**config.mk**
```make
export PLATFORM = sky130hd
export DESIGN_NAME = hsv_to_rgb_converter_unit
export DESIGN_NICKNAME = d
export VERILOG_FILES = /design/src/rtl/hsv_pkg.sv /design/src/rtl/hsv_to_rgb_converter_unit.sv
export SDC_FILE = /design/constraint.sdc
export NUM_CORES = 2
export LEC_CHECK = 0
export ABC_CLOCK_PERIOD_IN_PS = 17200
export BUFFER_PORTS_ARGS = -buffer_cell sky130_fd_sc_hd__buf_2
export CAP_MARGIN = 25
export CELL_PAD_IN_SITES_DETAIL_PLACEMENT = 2
export CELL_PAD_IN_SITES_GLOBAL_PLACEMENT = 2
export CORE_MARGIN = 10
export CORE_UTILIZATION = 42
export CTS_BUF_LIST = sky130_fd_sc_hd__clkbuf_16
export DETAILED_ROUTE_END_ITERATION = 12
export GPL_ROUTABILITY_DRIVEN = 0
export PLACE_DENSITY_LB_ADDON = 0.1
export SYNTH_ARGS = -nofsm -noshare
export SYNTH_HDL_FRONTEND = slang
export SYNTH_SLANG_ARGS = --single-unit
```
**constraint.sdc**
```tcl
create_clock -name clk -period 17.2 [get_ports clk]
set_input_delay 0 -clock clk [delete_from_list [all_inputs] [get_ports clk]]
set_output_delay 0 -clock clk [all_outputs]
set_load 0.01 [all_outputs]
```
**src/rtl/hsv_pkg.sv**
```systemverilog
package hsv_pkg;

  typedef logic [7:0] chan_t;

  typedef enum logic [2:0] {
    SEC_0 = 3'd0,
    SEC_1 = 3'd1,
    SEC_2 = 3'd2,
    SEC_3 = 3'd3,
    SEC_4 = 3'd4,
    SEC_5 = 3'd5
  } sector_t;

  localparam logic [8:0] HUE_MAX = 9'd360;
  localparam logic [8:0] HUE_STEP = 9'd60;
  localparam logic [6:0] PCT_MAX = 7'd100;

  // levels are kept as k = percent numerator over 600000, channel = k*255/600000
  // = floor(floor(k*17/64)/625)
  localparam logic [19:0] LOWER_MUL = 20'd60;
  localparam logic [19:0] FULL_MUL = 20'd6000;
  localparam logic [23:0] NUM_MUL = 24'd17;
  localparam int unsigned NUM_SHIFT = 6;

  // ceil(2^28 / 625), exact for quotients of 18-bit dividends
  localparam logic [36:0] RECIP = 37'd429497;
  localparam int unsigned RECIP_SHIFT = 28;

  localparam int unsigned LANES = 4;
  localparam int unsigned L_FULL = 0;
  localparam int unsigned L_RISE = 1;
  localparam int unsigned L_FALL = 2;
  localparam int unsigned L_LOW = 3;

  // k*17/64, the first half of the divide by 600000/255
  function automatic logic [17:0] pre_scale(input logic [19:0] k);
    logic [23:0] num;
    num = 24'(k) * NUM_MUL;
    return num[NUM_SHIFT +: 18];
  endfunction

endpackage

```
**src/rtl/hsv_to_rgb_converter_unit.sv**
```systemverilog
// hsv to rgb converter, six register stages
// an accepted word is registered in each of stages 1 to 6; out_valid is v6_r
// throughput: one word per cycle unless stalled; a stage holds only while the next is full
// reset: synchronous active-low rst_n clears all stage valid bits; data regs are not reset
module hsv_to_rgb_converter_unit (
  input  logic                clk,
  input  logic                rst_n,
  input  logic                in_valid,
  output logic                in_stall,
  input  logic [8:0]          in_hue_deg,
  input  logic [6:0]          in_sat_pct,
  input  logic [6:0]          in_val_pct,
  input  logic [7:0]          in_alpha_in,
  output logic                out_valid,
  input  logic                out_stall,
  output hsv_pkg::chan_t      out_red_out,
  output hsv_pkg::chan_t      out_green_out,
  output hsv_pkg::chan_t      out_blue_out,
  output hsv_pkg::chan_t      out_alpha_out
);

  logic v1_r, v2_r, v3_r, v4_r, v5_r, v6_r;
  logic en1, en2, en3, en4, en5, en6;

  // a stage loads when it is empty or the next stage moves
  assign en6 = !v6_r || !out_stall;
  assign en5 = !v5_r || en6;
  assign en4 = !v4_r || en5;
  assign en3 = !v3_r || en4;
  assign en2 = !v2_r || en3;
  assign en1 = !v1_r || en2;
  assign in_stall = !en1;

  always_ff @(posedge clk) begin
    if (!rst_n) begin
      v1_r <= 1'b0;
      v2_r <= 1'b0;
      v3_r <= 1'b0;
      v4_r <= 1'b0;
      v5_r <= 1'b0;
      v6_r <= 1'b0;
    end else begin
      if (en1) v1_r <= in_valid;
      if (en2) v2_r <= v1_r;
      if (en3) v3_r <= v2_r;
      if (en4) v4_r <= v3_r;
      if (en5) v5_r <= v4_r;
      if (en6) v6_r <= v5_r;
    end
  end

  // stage 1: clamp, sector and hue within sector
  logic [8:0]       hue_c;
  logic [6:0]       sat_c, val_c;
  logic [2:0]       sec_raw;
  logic [8:0]       hue_rem;
  logic [5:0]       h1_nxt;
  hsv_pkg::sector_t sector1_nxt;

  logic [5:0]       h1_r;
  hsv_pkg::sector_t sector1_r;
  logic [6:0]       sat1_r, val1_r;
  logic [7:0]       alpha1_r;

  always_comb begin
    hue_c = (in_hue_deg > hsv_pkg::HUE_MAX) ? hsv_pkg::HUE_MAX : in_hue_deg;
    sat_c = (in_sat_pct > hsv_pkg::PCT_MAX) ? hsv_pkg::PCT_MAX : in_sat_pct;
    val_c = (in_val_pct > hsv_pkg::PCT_MAX) ? hsv_pkg::PCT_MAX : in_val_pct;
    sec_raw = 3'(hue_c >= 9'(1 * hsv_pkg::HUE_STEP)) + 3'(hue_c >= 9'(2 * hsv_pkg::HUE_STEP))
            + 3'(hue_c >= 9'(3 * hsv_pkg::HUE_STEP)) + 3'(hue_c >= 9'(4 * hsv_pkg::HUE_STEP))
            + 3'(hue_c >= 9'(5 * hsv_pkg::HUE_STEP)) + 3'(hue_c >= hsv_pkg::HUE_MAX);
    hue_rem = hue_c - 9'(9'(sec_raw) * hsv_pkg::HUE_STEP);
    h1_nxt = hue_rem[5:0];
    // full circle keeps the last sector with zero offset
    sector1_nxt = (sec_raw > 3'(hsv_pkg::SEC_5)) ? hsv_pkg::SEC_5 : hsv_pkg::sector_t'(sec_raw);
  end

  always_ff @(posedge clk) begin
    if (en1) begin
      h1_r      <= h1_nxt;
      sector1_r <= sector1_nxt;
      sat1_r    <= sat_c;
      val1_r    <= val_c;
      alpha1_r  <= in_alpha_in;
    end
  end

  // stage 2: v*s and (100-s)*v
  logic [13:0]      vs2_r, lowp2_r;
  logic [6:0]       val2_r;
  logic [5:0]       h2_r;
  hsv_pkg::sector_t sector2_r;
  logic [7:0]       alpha2_r;

  always_ff @(posedge clk) begin
    if (en2) begin
      vs2_r     <= 14'(val1_r) * 14'(sat1_r);
      lowp2_r   <= 14'(hsv_pkg::PCT_MAX - sat1_r) * 14'(val1_r);
      val2_r    <= val1_r;
      h2_r      <= h1_r;
      sector2_r <= sector1_r;
      alpha2_r  <= alpha1_r;
    end
  end

  // stage 3: ramp term and level numerators
  logic [19:0]      a3_r, lower3_r, full3_r;
  hsv_pkg::sector_t sector3_r;
  logic [7:0]       alpha3_r;

  always_ff @(posedge clk) begin
    if (en3) begin
      a3_r      <= 20'(vs2_r) * 20'(h2_r);
      lower3_r  <= 20'(lowp2_r) * hsv_pkg::LOWER_MUL;
      full3_r   <= 20'(val2_r) * hsv_pkg::FULL_MUL;
      sector3_r <= sector2_r;
      alpha3_r  <= alpha2_r;
    end
  end

  // stage 4: rising and falling, then k*17/64 per lane
  logic [19:0] rise_k, fall_k;
  logic [hsv_pkg::LANES-1:0][17:0] m4_nxt;
  logic [hsv_pkg::LANES-1:0][17:0] m4_r;
  hsv_pkg::sector_t sector4_r;
  logic [7:0]       alpha4_r;

  always_comb begin
    rise_k = lower3_r + a3_r;
    fall_k = full3_r - a3_r;
    m4_nxt[hsv_pkg::L_FULL] = hsv_pkg::pre_scale(full3_r);
    m4_nxt[hsv_pkg::L_RISE] = hsv_pkg::pre_scale(rise_k);
    m4_nxt[hsv_pkg::L_FALL] = hsv_pkg::pre_scale(fall_k);
    m4_nxt[hsv_pkg::L_LOW]  = hsv_pkg::pre_scale(lower3_r);
  end

  always_ff @(posedge clk) begin
    if (en4) begin
      m4_r      <= m4_nxt;
      sector4_r <= sector3_r;
      alpha4_r  <= alpha3_r;
    end
  end

  // stage 5: reciprocal multiply for the divide by 625
  logic [hsv_pkg::LANES-1:0][36:0] prod5_r;
  hsv_pkg::sector_t sector5_r;
  logic [7:0]       alpha5_r;

  always_ff @(posedge clk) begin
    if (en5) begin
      for (int i = 0; i < hsv_pkg::LANES; i++) begin
        prod5_r[i] <= 37'(m4_r[i]) * hsv_pkg::RECIP;
      end
      sector5_r <= sector4_r;
      alpha5_r  <= alpha4_r;
    end
  end

  // stage 6: quotient and channel order
  hsv_pkg::chan_t q_full, q_rise, q_fall, q_low;
  hsv_pkg::chan_t red_nxt, green_nxt, blue_nxt;
  hsv_pkg::chan_t red_r, green_r, blue_r, alpha_r;

  always_comb begin
    q_full = prod5_r[hsv_pkg::L_FULL][hsv_pkg::RECIP_SHIFT +: 8];
    q_rise = prod5_r[hsv_pkg::L_RISE][hsv_pkg::RECIP_SHIFT +: 8];
    q_fall = prod5_r[hsv_pkg::L_FALL][hsv_pkg::RECIP_SHIFT +: 8];
    q_low  = prod5_r[hsv_pkg::L_LOW][hsv_pkg::RECIP_SHIFT +: 8];
    unique case (sector5_r)
      hsv_pkg::SEC_0: begin
        red_nxt = q_full; green_nxt = q_rise; blue_nxt = q_low;
      end
      hsv_pkg::SEC_1: begin
        red_nxt = q_fall; green_nxt = q_full; blue_nxt = q_low;
      end
      hsv_pkg::SEC_2: begin
        red_nxt = q_low; green_nxt = q_full; blue_nxt = q_rise;
      end
      hsv_pkg::SEC_3: begin
        red_nxt = q_low; green_nxt = q_fall; blue_nxt = q_full;
      end
      hsv_pkg::SEC_4: begin
        red_nxt = q_rise; green_nxt = q_low; blue_nxt = q_full;
      end
      default: begin
        red_nxt = q_full; green_nxt = q_low; blue_nxt = q_fall;
      end
    endcase
  end

  always_ff @(posedge clk) begin
    if (en6) begin
      red_r   <= red_nxt;
      green_r <= green_nxt;
      blue_r  <= blue_nxt;
      alpha_r <= alpha5_r;
    end
  end

  assign out_valid     = v6_r;
  assign out_red_out   = red_r;
  assign out_green_out = green_r;
  assign out_blue_out  = blue_r;
  assign out_alpha_out = alpha_r;

endmodule

```
==> impl_metrics.ini <==
[sta]
hold_viol = 0
grt_setup_unrepaired = false
setup_viol = 0
clock.fmax_ghz = 0.155
worst_clock_skew_ns = 0.0287
worst_pin_slew_ns = 1.06
setup_tns_ns = 0
maxSlewViolCount = 0
whs_ns = 0.0788
fin_crit_sh_pct = 37.6
min_period_ns = 6.46
slew-limit-headroom_pct = 29.5

[setup_path]
crit_chain = inv_1 > ha_1 > inv_1 > fa_1 > fa_1 > fa_1 > inv_1 > fa_1 > fa_1 > inv_1 > ha_1 > and4_1 > o2111ai_1 > a21boi_0 > o21ai_1 > o41ai_2 > o211ai_1 > o41ai_1 > xnor2_1
cp.arrival_ns = 6.78
crit_fanout = 7
end_kind = register
crit_top_cell = fa_1
r2r_setup_slack_ns = 10.74
path_class = register to register
cpMaxStageDelayCell = o41ai_2
worst_setup_path_start_kind = register
critPathRequiredTime_ns = 17.53
cpPeakStageDelay_ns = 0.59

[drt]
drt_first_iter_violations = 1132
wire_per_inst_um = 21.4
routed_wl_mm = 129
drcViolationCount = 0
drtPass1Iterations = 5
drtAntennaViolNets = 0
viasPerCell = 5.11
vias = 30800

[global_routing]
grt_pass1_wl_mm = 206
antenna_found_initial = 3
grt_pass1_vias = 36400
grt_use_total_pct = 20.8
grt_overflow = 0
grt_max_degree = 66

[yosys]
yosysSeqAreaShare_pct = 19.9
synth_compound_area_share_pct = 7.48
synth_commonest_cells = inv_1, ha_1, fa_1, edfxtp_1, nand2_1
synth-adder-area-share_pct = 52.4
syn_area_um2 = 46700
synth_top_family_by_area = adder cells
netlist_instances = 4385
yosys.area.top_type = fa_1
yosysUniqueCellTypes = 76
synthTopCellsByArea = fa_1, ha_1, edfxtp_1
synth_simple_gate_area_share_pct = 6.32
synth_ff_type = edfxtp_1
yosys.cell_count.top_type = inv_1
synth.avg_cell_area_um2 = 10.7
synth_enable_flop_cells = 305
yosys_warnings = 0
yosysTopAreaCellShare_pct = 29.0
synth_mux_area_share_pct = 0.825
synth-xor-area-share_pct = 3.94
ys_async_sr_fraction_pct = 0
synth_seq_cells = 311
syn_nets = 5971

[clock_network]
clk_latency_ns = 0.60
numCtsBuffers = 42
cts.sinks = 311
clockBufferDepth = 3
root_buffer = clkbuf_16
tritoncts = done
clkTransAtPathRegs_ns = 0.06
cts_max_level = 2
post-cts-setup-buffer-count = 0

[floorplan]
initial_core_util_pct = 42.3
pin_count = 69
rows = 122
die_area_um2 = 125000
core_um2 = 111000
die_y_um = 354
die_x_um = 354

[cells_and_area]
drive_gt1_share_pct = 4.41
nNetsFinal = 6091
syn_to_final_growth_pct = 8.45
diodes = 0
stdcell_count = 6027

[outcome]
status = complete, no violations

[job]
cap_violations = 0

[place]
io_buffers = 68
place_hpwl_mm = 111
dp.cells = 5912

[worst_hold_path]
min_path_type = input pin to register
worst max-delay path: cells and delay by family (launching register included):
kind / cells / cell delay (ns)
fa+ha+maj: 7 / 3.26
compound gates: 6 / 1.73
flops: 1 / 0.54
buf+inv: 4 / 0.33
simple gates: 1 / 0.23
xor+xnor: 1 / 0.11
timing repair:
item | in CTS | in global routing
hold endpoints to repair | 33 | 0
hold buffers | 37 | 0
gates resized for setup | 0 | 0
path summary, 6_finish.rpt:
check / from / to / cells after the start
max: m4_r[43]$_DFFE_PP_ / prod5_r[109]$_DFFE_PP_ / 19
min: in_hue_deg[8] / h1_r[1]$_DFFE_PN_ / 3
max reg2reg: m4_r[43]$_DFFE_PP_ / prod5_r[109]$_DFFE_PP_ / 19
min reg2reg: alpha4_r[0]$_DFFE_PP_ / alpha5_r[0]$_DFFE_PP_ / 0
through the flow:
step | cell area [um2] | utilization, % | setup slack [ns]
finish | 50700 | 45.9 | 10.74
global route | 50700 | 45.9 | 10.35
CTS | 50700 | 45.9 | 10.65
detailed placement | 48900 | 44.2 | 10.67
global placement | 48900 | 44.2 | 10.92
floorplan | 46700 | - | 11.43
placed cells by master, fill, tap and decap left out, types with 7 or more instances in the layout:
cell | netlist | routed
dlygate4sd3_1 | 0 | 37
buf_4 | 0 | 10
nor2_1 | 122 | 122
fa_1 | 676 | 676
a211oi_1 | 28 | 28
xnor2_1 | 145 | 145
ha_1 | 875 | 875
nand2b_1 | 23 | 23
o31ai_1 | 15 | 15
inv_1 | 1104 | 1105
buf_2 | 0 | 68
nand4_1 | 20 | 20
and2_1 | 76 | 76
a31oi_1 | 12 | 12
nor3_1 | 32 | 32
clkinv_2 | 0 | 7
a221oi_1 | 7 | 7
or2_2 | 15 | 15
xor2_1 | 60 | 60
o21a_1 | 26 | 26
nor2b_1 | 48 | 48
o21bai_1 | 29 | 29
a21o_1 | 77 | 77
a211o_1 | 9 | 9
nand2_1 | 201 | 199
mux2i_1 | 25 | 25
or3_1 | 10 | 10
and3_1 | 17 | 17
nand3_1 | 32 | 31
o21ai_0 | 86 | 86
clkbuf_16 | 0 | 43
edfxtp_1 | 305 | 305
a21oi_1 | 157 | 157
mux2_2 | 12 | 12
sequential cells by signal, indices dropped and copies added, names as in the netlist, 7 cells and up:
register / cells
alpha5_r: 8
lowp2_r: 13
alpha4_r: 8
a3_r: 20
out_green_out: 8
sat1_r: 7
out_blue_out: 8
lower3_r: 18
alpha2_r: 8
m4_r: 72
val2_r: 7
val1_r: 7
vs2_r: 14
alpha3_r: 8
full3_r: 16
alpha1_r: 8
prod5_r: 32
out_alpha_out: 8
out_red_out: 8
logic make-up (layout without fill, tap and decap cells):
group	after synthesis	count (layout)
and+or+nand+nor	610	610
muxes	37	37
AOI/OAI and AO/OA	526	526
xor gates and xnor gates	207	207
buffers and inverters	1143	1297
adders and majority gates	1551	1551
DFF	311	311
metal layers:
| metal | vias to the layer above | GRT usage, % | share of wire, % |
|---|---|---|---|
| li1 | 14400 | - | - |
| met1 | 15900 | 26.5 | 44 |
| met2 | 336 | 37.4 | 51 |
| met3 | 137 | 2.86 | 3.1 |
| met4 | 2 | 4.06 | 1.9 |
| met5 | - | 0 | 0.013 |
layout make-up:
| type | instances | area, um2 |
|---|---|---|
| Fill cell | 11500 | 59800 |
| Multi-Input combinational cell | 2931 | 33200 |
| Sequential cell | 311 | 9280 |
| Inverter | 1104 | 4140 |
| Tap cell | 1488 | 1860 |
| Clock buffer | 43 | 1080 |
| Timing Repair Buffer | 115 | 786 |
| Clock inverter | 35 | 357 |
Power is left out: the tool's default activity adds up to more than one toggle a clock period on the data nets, which glitch-free logic cannot reach.
